[src/rtl/crc8sfp_pkg.sv]
// Package for the CRC-8 serial frame parser.
// Holds the header and command constants, the CRC-8 byte step and the
// structs passed between the input stage, the parser and the result register.
package crc8sfp_pkg;

   // Frame constants.
   localparam logic [7:0] HEADER_BYTE_ONE = 8'hAA;
   localparam logic [7:0] HEADER_BYTE_TWO = 8'h55;
   localparam logic [7:0] SUBCMD_BATTERY  = 8'h04;
   localparam logic [7:0] FUNCTION_SYSTEM = 8'h00;
   localparam logic [7:0] EMPTY_PAYLOAD   = 8'hFF;
   localparam logic [7:0] CRC_POLY_REFL   = 8'h8C;
   localparam logic [7:0] BATTERY_MIN_LEN = 8'd3;
   localparam int unsigned HEAD_DEPTH     = 3;

   // Configuration register indexes.
   localparam logic CSR_RX_ENABLE      = 1'b0;
   localparam logic CSR_FUNCTION_LIMIT = 1'b1;

   // Register reset values.
   localparam logic       RX_ENABLE_RESET      = 1'b1;
   localparam logic [7:0] FUNCTION_LIMIT_RESET = 8'hFF;

   // One received byte waiting in the input register.
   typedef struct packed {
      logic       valid;
      logic [7:0] data;
   } item_type;

   // One frame report.
   typedef struct packed {
      logic [7:0]  frame_function;
      logic [7:0]  frame_length;
      logic        crc_ok;
      logic [7:0]  first_payload;
      logic        battery_update;
      logic [15:0] battery_millivolts;
   } report_type;

   // CRC-8 (reflected 0x31, no final xor) advanced by one byte.
   function automatic logic [7:0] crc8_byte(input logic [7:0] crc, input logic [7:0] b);
      logic [7:0] c;
      c = crc ^ b;
      for (int i = 0; i < 8; i++) begin
         c = c[0] ? ((c >> 1) ^ CRC_POLY_REFL) : (c >> 1);
      end
      return c;
   endfunction

endpackage

[src/rtl/crc8sfp_in_stage.sv]
// Input register of the CRC-8 serial frame parser.
// Holds one received byte until the parser takes it; uses crc8sfp_pkg.
module crc8sfp_in_stage
   import crc8sfp_pkg::*;
(
   input  logic       clock,
   input  logic       reset,
   input  logic       req_valid,
   output logic       req_stall,
   input  logic [7:0] req_rx_byte,
   input  logic       advance,
   output item_type   item
);

   logic       valid_ff, valid_in;
   logic [7:0] data_ff, data_in;
   logic       accept;

   // The register is free when empty or when its item moves on this cycle.
   assign req_stall = valid_ff && !advance;
   assign accept    = req_valid && !req_stall;

   always_comb begin
      valid_in = valid_ff;
      data_in  = data_ff;
      if (accept) begin
         valid_in = 1'b1;
         data_in  = req_rx_byte;
      end else if (advance) begin
         valid_in = 1'b0;
      end
   end

   always_ff @(posedge clock) begin
      if (reset) begin
         valid_ff <= 1'b0;
      end else begin
         valid_ff <= valid_in;
      end
      data_ff <= data_in;
   end

   assign item.valid = valid_ff;
   assign item.data  = data_ff;

endmodule

[src/rtl/crc8sfp_parser.sv]
// Frame parser state machine of the CRC-8 serial frame parser.
// Holds the configuration registers, the parse state, the running CRC and the
// battery store; builds one report per checksum byte. Uses crc8sfp_pkg.
module crc8sfp_parser
   import crc8sfp_pkg::*;
(
   input  logic       clock,
   input  logic       reset,
   input  logic       csr_valid,
   input  logic       csr_index,
   input  logic [7:0] csr_data,
   input  item_type   item,
   input  logic       advance,
   output logic       rsp_load,
   output report_type report
);

   typedef enum logic [2:0] {
      PH_HUNT1 = 3'd0,
      PH_HUNT2 = 3'd1,
      PH_FUNC  = 3'd2,
      PH_LEN   = 3'd3,
      PH_DATA  = 3'd4,
      PH_CHECK = 3'd5
   } phase_type;

   phase_type   phase_ff, phase_in;
   logic        rx_enable_ff, rx_enable_in;
   logic [7:0]  function_limit_ff, function_limit_in;
   logic [7:0]  function_code_ff, function_code_in;
   logic [7:0]  payload_length_ff, payload_length_in;
   logic [7:0]  bytes_received_ff, bytes_received_in;
   logic [7:0]  running_crc_ff, running_crc_in;
   logic [7:0]  payload_head_ff [HEAD_DEPTH];
   logic [7:0]  payload_head_in [HEAD_DEPTH];
   logic [15:0] battery_store_ff, battery_store_in;

   logic       work;
   logic [7:0] b;
   logic [7:0] crc_next;
   logic [7:0] count_next;
   logic       crc_ok;
   logic       battery_hit;

   assign b    = item.data;
   assign work = item.valid && advance && rx_enable_ff;

   // The function byte starts a fresh CRC; later bytes extend it.
   assign crc_next   = crc8_byte((phase_ff == PH_FUNC) ? 8'd0 : running_crc_ff, b);
   assign count_next = bytes_received_ff + 8'd1;

   // Checksum test and battery frame recognition.
   assign crc_ok      = (b == running_crc_ff);
   assign battery_hit = crc_ok && (function_code_ff == FUNCTION_SYSTEM) &&
                        (payload_length_ff >= BATTERY_MIN_LEN) &&
                        (payload_head_ff[0] == SUBCMD_BATTERY);

   // Configuration writes.
   always_comb begin
      rx_enable_in      = rx_enable_ff;
      function_limit_in = function_limit_ff;
      if (csr_valid) begin
         unique case (csr_index)
            CSR_RX_ENABLE:      rx_enable_in      = csr_data[0];
            CSR_FUNCTION_LIMIT: function_limit_in = csr_data;
            default:            ;
         endcase
      end
   end

   // Next parse state for the byte being taken.
   always_comb begin
      phase_in          = phase_ff;
      function_code_in  = function_code_ff;
      payload_length_in = payload_length_ff;
      bytes_received_in = bytes_received_ff;
      running_crc_in    = running_crc_ff;
      payload_head_in   = payload_head_ff;
      battery_store_in  = battery_store_ff;
      rsp_load          = 1'b0;
      if (work) begin
         unique case (phase_ff)
            PH_HUNT2: begin
               phase_in = (b == HEADER_BYTE_TWO) ? PH_FUNC : PH_HUNT1;
            end
            PH_FUNC: begin
               if (b < function_limit_ff) begin
                  function_code_in = b;
                  running_crc_in   = crc_next;
                  phase_in         = PH_LEN;
               end else begin
                  phase_in = PH_HUNT1;
               end
            end
            PH_LEN: begin
               payload_length_in = b;
               bytes_received_in = 8'd0;
               running_crc_in    = crc_next;
               phase_in          = (b == 8'd0) ? PH_CHECK : PH_DATA;
            end
            PH_DATA: begin
               if (bytes_received_ff < BATTERY_MIN_LEN) begin
                  payload_head_in[bytes_received_ff[1:0]] = b;
               end
               running_crc_in    = crc_next;
               bytes_received_in = count_next;
               if (count_next >= payload_length_ff) begin
                  phase_in = PH_CHECK;
               end
            end
            PH_CHECK: begin
               if (battery_hit) begin
                  battery_store_in = {payload_head_ff[2], payload_head_ff[1]};
               end
               rsp_load = 1'b1;
               phase_in = PH_HUNT1;
            end
            default: begin
               phase_in = (b == HEADER_BYTE_ONE) ? PH_HUNT2 : PH_HUNT1;
            end
         endcase
      end
   end

   // Report for the checksum byte.
   always_comb begin
      report.frame_function     = function_code_ff;
      report.frame_length       = payload_length_ff;
      report.crc_ok             = crc_ok;
      report.first_payload      = (payload_length_ff != 8'd0) ? payload_head_ff[0]
                                                               : EMPTY_PAYLOAD;
      report.battery_update     = battery_hit;
      report.battery_millivolts = battery_store_in;
   end

   // State and configuration registers.
   always_ff @(posedge clock) begin
      if (reset) begin
         phase_ff          <= PH_HUNT1;
         rx_enable_ff      <= RX_ENABLE_RESET;
         function_limit_ff <= FUNCTION_LIMIT_RESET;
         function_code_ff  <= 8'd0;
         payload_length_ff <= 8'd0;
         bytes_received_ff <= 8'd0;
         running_crc_ff    <= 8'd0;
         battery_store_ff  <= 16'd0;
         for (int i = 0; i < HEAD_DEPTH; i++) begin
            payload_head_ff[i] <= 8'd0;
         end
      end else begin
         phase_ff          <= phase_in;
         rx_enable_ff      <= rx_enable_in;
         function_limit_ff <= function_limit_in;
         function_code_ff  <= function_code_in;
         payload_length_ff <= payload_length_in;
         bytes_received_ff <= bytes_received_in;
         running_crc_ff    <= running_crc_in;
         battery_store_ff  <= battery_store_in;
         payload_head_ff   <= payload_head_in;
      end
   end

`ifndef NO_ASSERTIONS
   // A report only comes from the checksum byte.
   assert property (@(posedge clock) disable iff (reset)
      rsp_load |-> (phase_ff == PH_CHECK))
      else $error("report loaded outside the checksum phase");

   // After a report the parser hunts for a new header.
   assert property (@(posedge clock) disable iff (reset)
      rsp_load |=> (phase_ff == PH_HUNT1))
      else $error("parser did not return to the header hunt");

   // In the data phase the count never reaches the length.
   assert property (@(posedge clock) disable iff (reset)
      (phase_ff == PH_DATA) |-> (bytes_received_ff < payload_length_ff))
      else $error("payload count overran the length");
`endif

endmodule

[src/rtl/crc8sfp_rsp_reg.sv]
// Result register of the CRC-8 serial frame parser.
// Holds one frame report until the receiver takes it; uses crc8sfp_pkg.
module crc8sfp_rsp_reg
   import crc8sfp_pkg::*;
(
   input  logic        clock,
   input  logic        reset,
   input  logic        load,
   input  report_type  report,
   output logic        advance,
   output logic        rsp_valid,
   input  logic        rsp_stall,
   output logic [7:0]  rsp_frame_function,
   output logic [7:0]  rsp_frame_length,
   output logic        rsp_crc_ok,
   output logic [7:0]  rsp_first_payload,
   output logic        rsp_battery_update,
   output logic [15:0] rsp_battery_millivolts
);

   logic       valid_ff, valid_in;
   report_type report_ff, report_in;

   // The parser may move when the register is empty or being emptied.
   assign advance = !valid_ff || !rsp_stall;

   always_comb begin
      valid_in  = valid_ff;
      report_in = report_ff;
      if (load) begin
         valid_in  = 1'b1;
         report_in = report;
      end else if (!rsp_stall) begin
         valid_in = 1'b0;
      end
   end

   always_ff @(posedge clock) begin
      if (reset) begin
         valid_ff <= 1'b0;
      end else begin
         valid_ff <= valid_in;
      end
      report_ff <= report_in;
   end

   assign rsp_valid              = valid_ff;
   assign rsp_frame_function     = report_ff.frame_function;
   assign rsp_frame_length       = report_ff.frame_length;
   assign rsp_crc_ok             = report_ff.crc_ok;
   assign rsp_first_payload      = report_ff.first_payload;
   assign rsp_battery_update     = report_ff.battery_update;
   assign rsp_battery_millivolts = report_ff.battery_millivolts;

`ifndef NO_ASSERTIONS
   // A held report is never overwritten.
   assert property (@(posedge clock) disable iff (reset)
      (valid_ff && rsp_stall) |-> !load)
      else $error("report overwritten while stalled");

   // A battery update needs a good checksum.
   assert property (@(posedge clock) disable iff (reset)
      (rsp_valid && rsp_battery_update) |-> rsp_crc_ok)
      else $error("battery update with bad checksum");

   // A battery update comes only from a system battery frame.
   assert property (@(posedge clock) disable iff (reset)
      (rsp_valid && rsp_battery_update) |->
         ((rsp_frame_function == FUNCTION_SYSTEM) &&
          (rsp_frame_length >= BATTERY_MIN_LEN) &&
          (rsp_first_payload == SUBCMD_BATTERY)))
      else $error("battery update from a non-battery frame");
`endif

endmodule

[src/rtl/crc8_serial_frame_parser_unit.sv]
// Serial frame parser with CRC-8: hunts for the 0xAA 0x55 header, takes a
// function code, a length and the payload, and reports each frame at its
// checksum byte. One byte is taken per clock cycle, sustained; a byte goes
// from the input register through the parser to the result register, so a
// report is registered in the result register when its checksum byte leaves
// the input register. The only limit on rate is a stalled result register,
// which holds the input register and stalls the byte channel. Configuration
// writes are taken in any cycle (csr_ready is always high). Depends on
// crc8sfp_pkg and the three submodules.
module crc8_serial_frame_parser_unit
   import crc8sfp_pkg::*;
(
   input  logic        clock,
   input  logic        reset,
   // Byte channel.
   input  logic        req_valid,
   output logic        req_stall,
   input  logic [7:0]  req_rx_byte,
   // Report channel.
   output logic        rsp_valid,
   input  logic        rsp_stall,
   output logic [7:0]  rsp_frame_function,
   output logic [7:0]  rsp_frame_length,
   output logic        rsp_crc_ok,
   output logic [7:0]  rsp_first_payload,
   output logic        rsp_battery_update,
   output logic [15:0] rsp_battery_millivolts,
   // Configuration write channel.
   input  logic        csr_valid,
   output logic        csr_ready,
   input  logic        csr_index,
   input  logic [7:0]  csr_data
);

   item_type   item;
   report_type report;
   logic       advance;
   logic       rsp_load;

   assign csr_ready = 1'b1;

   // Input register.
   crc8sfp_in_stage u_in_stage (
      .clock       (clock),
      .reset       (reset),
      .req_valid   (req_valid),
      .req_stall   (req_stall),
      .req_rx_byte (req_rx_byte),
      .advance     (advance),
      .item        (item)
   );

   // Parser state machine.
   crc8sfp_parser u_parser (
      .clock     (clock),
      .reset     (reset),
      .csr_valid (csr_valid && csr_ready),
      .csr_index (csr_index),
      .csr_data  (csr_data),
      .item      (item),
      .advance   (advance),
      .rsp_load  (rsp_load),
      .report    (report)
   );

   // Result register.
   crc8sfp_rsp_reg u_rsp_reg (
      .clock                  (clock),
      .reset                  (reset),
      .load                   (rsp_load),
      .report                 (report),
      .advance                (advance),
      .rsp_valid              (rsp_valid),
      .rsp_stall              (rsp_stall),
      .rsp_frame_function     (rsp_frame_function),
      .rsp_frame_length       (rsp_frame_length),
      .rsp_crc_ok             (rsp_crc_ok),
      .rsp_first_payload      (rsp_first_payload),
      .rsp_battery_update     (rsp_battery_update),
      .rsp_battery_millivolts (rsp_battery_millivolts)
   );

endmodule

[config.mk]
export PLATFORM = sky130hd
export DESIGN_NAME = crc8_serial_frame_parser_unit
export DESIGN_NICKNAME = d
export VERILOG_FILES = /design/src/rtl/crc8sfp_pkg.sv /design/src/rtl/crc8sfp_in_stage.sv /design/src/rtl/crc8sfp_parser.sv /design/src/rtl/crc8sfp_rsp_reg.sv /design/src/rtl/crc8_serial_frame_parser_unit.sv
export SDC_FILE = /design/constraint.sdc
export NUM_CORES = 1
export LEC_CHECK = 0
export BUFFER_PORTS_ARGS = -buffer_cell sky130_fd_sc_hd__buf_2
export CORE_AREA = 3 3 135 137
export CTS_CLUSTER_DIAMETER = 80
export CTS_CLUSTER_SIZE = 40
export DETAILED_ROUTE_END_ITERATION = 6
export DIE_AREA = 0 0 138 140
export HOLD_SLACK_MARGIN = 0.02
export SETUP_SLACK_MARGIN = 0.3
export SYNTH_ARGS = -nofsm -noshare
export SYNTH_HDL_FRONTEND = slang
export SYNTH_HIERARCHICAL = 1
export SYNTH_SLANG_ARGS = --single-unit
[constraint.sdc]
create_clock -name clock -period 10 [get_ports clock]
set_clock_uncertainty 0.2 [all_clocks]
set_input_delay 1 -clock clock [delete_from_list [all_inputs] [get_ports clock]]
set_output_delay 1 -clock clock [all_outputs]
set_load 0.02 [all_outputs]
# --- Word level (Yosys, flattened, before mapping) ---
# Index checks and enable logic that the tools add are counted.
totals:
  ff_bits: 136
  inputBits: 22
  out_inout_bits: 45
classes:
  addsub: 1
  n_lt_le_gt_ge: 6
  n_eq_ne: 12
  muxes: 30
  bitwise: 11
  n_reduce_logical: 28
op_table:
  columns: ["operator", "n"]
  rows:
  - ["8-bit two-way mux", 11]
  - ["16-bit two-way mux", 3]
  - ["8-bit case mux with 2 select lines", 2]
  - ["2-bit inverter with 3-bit output", 9]
  - ["24-bit bitwise mux", 1]
  - ["8-bit demux with 2-bit select", 1]
  - ["8-bit logical NOT", 2]
  - ["3-bit case mux with 5 select lines", 1]
  - ["2-bit AND reduction", 5]
  - ["3-bit AND reduction", 3]
  - ["8-bit by 1-bit adder with 8-bit output (second input constant)", 1]
  - ["8-bit by 3-bit == test with 1-bit output (second input constant)", 1]
  - ["8-bit by 7-bit == test with 1-bit output (second input constant)", 1]
  - ["8-bit == test", 1]
  - ["8-bit == test (second input constant)", 1]
  - ["8-bit by 2-bit greater-or-equal comparator with 1-bit output (second input constant)", 1]
  - ["8-bit greater-or-equal comparator", 1]
  - ["1-bit logical AND", 8]
  - ["8-bit by 2-bit < comparator with 1-bit output (second input constant)", 1]
  - ["8-bit < comparator", 1]
  - ["1-bit two-way mux", 8]
  - ["8-bit nonzero test", 1]
  - ["8-bit XOR", 1]
  - ["3-bit by 2-bit == test with 1-bit output (second input constant)", 2]
  - ["13 further kinds", 21]

# --- Depth between registers and ports, before layout ---
depth:
  word_depth: 21
  depth_mapped: 11

# --- Cells and area by module ---
# Netlist, hierarchy kept.
modules_own_cells:
  columns: ["module", "instances", "cells_each", "area_per_inst_um2", "seq_area_each_um2"]
  rows:
  - ["crc8sfp_parser", 1, 482, 4336.7, 1681.6]
  - ["crc8sfp_rsp_reg", 1, 46, 1293.7, 1281.2]
  - ["crc8sfp_in_stage", 1, 13, 297.8, 260.2]
  - ["crc8_serial_frame_parser_unit", 1, 2, 11.3, 0.0]

# --- Least setup slack after synthesis ---
# No wires, ideal clock.
synth_timing:
  path_type: "input -> register"
  from: "input rsp_stall"
  to: "register u_rsp_reg.report_ff, in the netlist u_rsp_reg/rsp_battery_millivolts[10], data pin"
  setup_ps: 265
  arrival_ps: 5926
  required_ps: 9535
  slack_ps: 3609
  cell_stages: 6
  path_cell_list: "nand2_1 nand3_1 nor3_1 nand3_1 buf_2 mux2_1"
synth_lines:
  columns: ["element", "line", "source"]
  rows:
  - ["start: declaration", "crc8_serial_frame_parser_unit.sv:21", "input logic rsp_stall,"]
  - ["end signal: assignment", "crc8sfp_rsp_reg.sv:44", "report_ff <= report_in;"]
  - ["end: declaration", "crc8sfp_rsp_reg.sv:22", "report_type report_ff, report_in;"]

# --- Final worst setup path ---
layout_timing:
  from: "register u_in_stage.data_ff[4]"
  to: "register u_parser.running_crc_ff[4]"
layout_via:
  elab_chain_len: 13
  elab_cells_between_ends: 16
  classes_between: "order compare: 1; eq/ne: 1; mux: 10; bitwise: 3; reduce/logical: 1"
layout_lines:
  columns: ["element", "line", "source"]
  rows:
  - ["start: declaration", "crc8sfp_in_stage.sv:16", "logic [7:0] data_ff, data_in;"]
  - ["start signal: assignment", "crc8sfp_in_stage.sv:40", "data_ff <= data_in;"]
  - ["8-bit XOR", "crc8sfp_pkg.sv:43", "c = crc ^ b;"]
  - ["2-bit inverter with 3-bit output (no source line)", null, null]
  - ["8-bit two-way mux", "crc8sfp_pkg.sv:45", "c = c[0] ? ((c >> 1) ^ CRC_POLY_REFL) : (c >> 1);"]
  - ["2-bit inverter with 3-bit output (no source line)", null, null]
  - ["8-bit two-way mux (7 in a row)", "crc8sfp_pkg.sv:45", null]
  - ["8-bit two-way mux", "crc8sfp_parser.sv:87", "if (b < function_limit_ff) begin"]
  - ["8-bit case mux with 2 select lines", "crc8sfp_parser.sv:82", "unique case (phase_ff)"]
  - ["end signal: assignment", "crc8sfp_parser.sv:157", "running_crc_ff <= running_crc_in;"]
  - ["end: declaration", "crc8sfp_parser.sv:33", "logic [7:0] running_crc_ff, running_crc_in;"]
# Several ways; a longest one is shown, not always the timed one. The select of a mux whose other input is x is not followed.
# A chain may end at the register's enable or synchronous reset.

==> flow_summary.toml <==
[pwr]
pwr-share-comb_pct = 5.5
leakage_uw = 0.002880
seq_power_share_pct = 48.5
p_per_area_nw_per_um2 = 176.9
ir_drop_v = 0.0001298
power.total_uw = 1231
netSwitchingFraction_pct = 22.05
p_switching_uw = 271.5
p_int_uw = 959.8
clockPowerShare_pct = 46.0

[drt]
vias = 4047
drc = 0
drt-pass1-iter-count = 5
drt_iter0_drc = 221
avgRoutedWirePerCell_um = 15.12
avgViaCountPerCell = 4.835
drt_wl_total_um = 12650
ant_nets = 0

[setup_path]
required_ns = 10.06
end_kind = "flip-flop"
cp.arrival_ns = 3.35
crit_type = "flip-flop to flip-flop"
cp-start-kind = "flip-flop"
cp_max_fo = 11
reg2reg_slack_ns = 6.71

[place]
place_congestion = 0.8062
place_area_um2 = 6421
portBuffers = 65
place_hpwl_um = 8276
place_inst = 806

[logic_synthesis]
synth_ff_type = "dfxtp_1"
postSynthCellCount = 543
synth_nets = 584
avgSynthCellArea_um2 = 10.94
synth_top_cell_by_area = "dfxtp_1"
synth_area_leaders = "dfxtp_1 29%, edfxtp_1 25%, mux2i_1 6.1%"
synth-edff-count = 50
ys_types = 48
async_flop_share_pct = 0
ys_seq_elements = 136
yosys_warnings = 6
synth_area_um2 = 5939
yosysTopAreaCellShare_pct = 28.99
ys_seq_area_share_pct = 54.27

[sta]
tightestPinTransition_ns = 1.083
rsz0062_at_grt = "no"
fmax_mhz = 303.7
slew_headroom_pct = 27.79
period_needed_ns = 3.293
layout_worst_path_cycle_share_pct = 32.93
slew_viol_final = 0
hold_violations = 0
final-setup-viol-count = 0
fin_tns_setup_ns = 0

[worst_hold_path]
hold_class = "flip-flop to flip-flop"

[clocking]
cts-root-buf = "clkbuf_16"
cts-buffers-inserted = 17
postCtsSetupBuffers = 0
cts.clk_slew.worst_paths_ns = 0.06
cts_hold_buf = 0
post_cts_resized = 0
clock_tree.buffer_depth = 2
cts_tree = "done"
htreeDepth = 4
clock_latency_ns = 0.41
cts_sinks = 136

[global_route]
overflow = 0
grt_pass1_vias = 3863
grt_first_pass_wirelength_um = 19980
antenna_found_initial = 0
grt_max_degree = 90
track_usage_pct = 13.13

[floorplan]
boundaryPins = 67
die_x_um = 138
start_util_pct = 34.58
dieHeight_um = 140
rows = 48
core_region_area_um2 = 17180
die_area_um2 = 19320

[layout]
nets = 641
syn2layout_area_growth_pct = 17.19
mostFrequentLayoutCells = "86 x dfxtp_1, 65 x buf_2, 59 x nor2_1, 50 x edfxtp_1, 36 x mux2i_1"
fin_area_um2 = 6960
final_common_cell = "dfxtp_1"
instances_no_fill = 837
nFillCells = 1711
drive_gt1_share_pct = 17.65
diodes = 0

[run]
cap_violations = 0

[outcome]
outcome = "finished clean"
-- through the flow --
| step | hold slack (ns) | utilization [%] | setup slack, ns |
|---|---|---|---|
| finish | 0.2658 | 40.52 | 6.707 |
| global route | 0.2787 | 40.52 | 6.599 |
| CTS | 0.2685 | 40.52 | 6.741 |
| detailed placement | 0.2547 | 37.38 | 6.304 |
| global placement | 0.2495 | 37.38 | 6.504 |
| floorplan | 0.2300 | - | 3.609 |
-- registers in the layout, indices dropped and copies added (netlist names), 3 cells and up --
signal                            flops
u_parser/function_limit_ff            8
u_parser/function_code_ff             8
u_parser/phase_ff                     3
u_rsp_reg/rsp_frame_length            8
u_rsp_reg/rsp_frame_function          8
u_parser/battery_store_ff            16
u_parser/bytes_received_ff            8
u_in_stage/data_ff                    8
u_rsp_reg/rsp_first_payload           8
u_rsp_reg/rsp_battery_millivolts     16
u_parser/payload_length_ff            8
u_parser/running_crc_ff               8
u_parser/payload_head_ff             24
-- worst paths after layout --
path | cells past startpoint | to | from
setup / recovery | 8 | u_parser/running_crc_ff[4]$_SDFFE_PP0P_ | u_in_stage/data_ff[4]$_DFFE_PP_
hold / removal | 0 | u_rsp_reg/rsp_frame_length[2]$_DFFE_PP_ | u_parser/payload_length_ff[2]$_SDFFE_PP0P_
setup reg to reg | 8 | u_parser/running_crc_ff[4]$_SDFFE_PP0P_ | u_in_stage/data_ff[4]$_DFFE_PP_
hold reg to reg | 0 | u_rsp_reg/rsp_frame_length[2]$_DFFE_PP_ | u_parser/payload_length_ff[2]$_SDFFE_PP0P_
-- kinds of logic after synthesis --
kind of cell,Yosys count,synth area share [%]
fa+ha+maj,19,4.003
xor+xnor,43,6.826
compound gates,65,6.973
mux,52,9.101
simple gates,179,15.13
buf+inv,48,3.644
other cells,1,0.06314
flops,136,54.27
-- critical path: stages, from the launching register on --
cell      delay, ns
edfxtp_1       0.79
ha_1           0.36
a21oi_1        0.12
nor2b_1        0.05
o211ai_1       0.15
o211ai_1       0.23
a21oi_1        0.89
mux2i_1        0.28
nor2_1         0.06
-- Yosys cell counts (all sizes together) (5+ instances only) --
library cell,count
nand3,13
a211oi,5
nor4,6
buf,17
nor3,9
mux2i,36
a21oi,28
edfxtp,50
xnor2,27
dfxtp,86
ha,19
a211o,9
o21ai,10
inv,19
xor2,15
and3,13
nor2b,22
nand4,5
clkbuf,12
nor2,60
nand2b,12
nand2,31
mux2,16
-- layer usage --
layer  up-vias  part of all wire [%]  GRT usage, %
li1       2000                     -             -
met1      1917                    46         16.85
met2       123                    47         20.76
met3         7                   6.2         4.336
met4         0                  0.78         4.836
met5         -                     0             0
-- power groups by stage --
stage | clock [µW] | combinational, µW | sequential, µW
floorplan | 0 | 62.9 | 594
global placement | 0 | 65.4 | 609
detailed placement | 0 | 68.0 | 609
CTS | 581 | 68.2 | 597
global route | 605 | 75.8 | 598
finish | 566 | 67.8 | 597
-- final cells by class --
cell class / instances / area (µm²) / share of cell area (%)
well taps: 225 / 281.5 / 4.045
clock inverters: 11 / 82.58 / 1.186
repair buffers: 67 / 340.3 / 4.889
inverters: 19 / 71.32 / 1.025
clock buffers: 20 / 456.7 / 6.561
multi-input cells: 359 / 2505 / 35.99
flip-flops and latches: 136 / 3223 / 46.31
No activity file was read; power rests on OpenSTA's default activity.
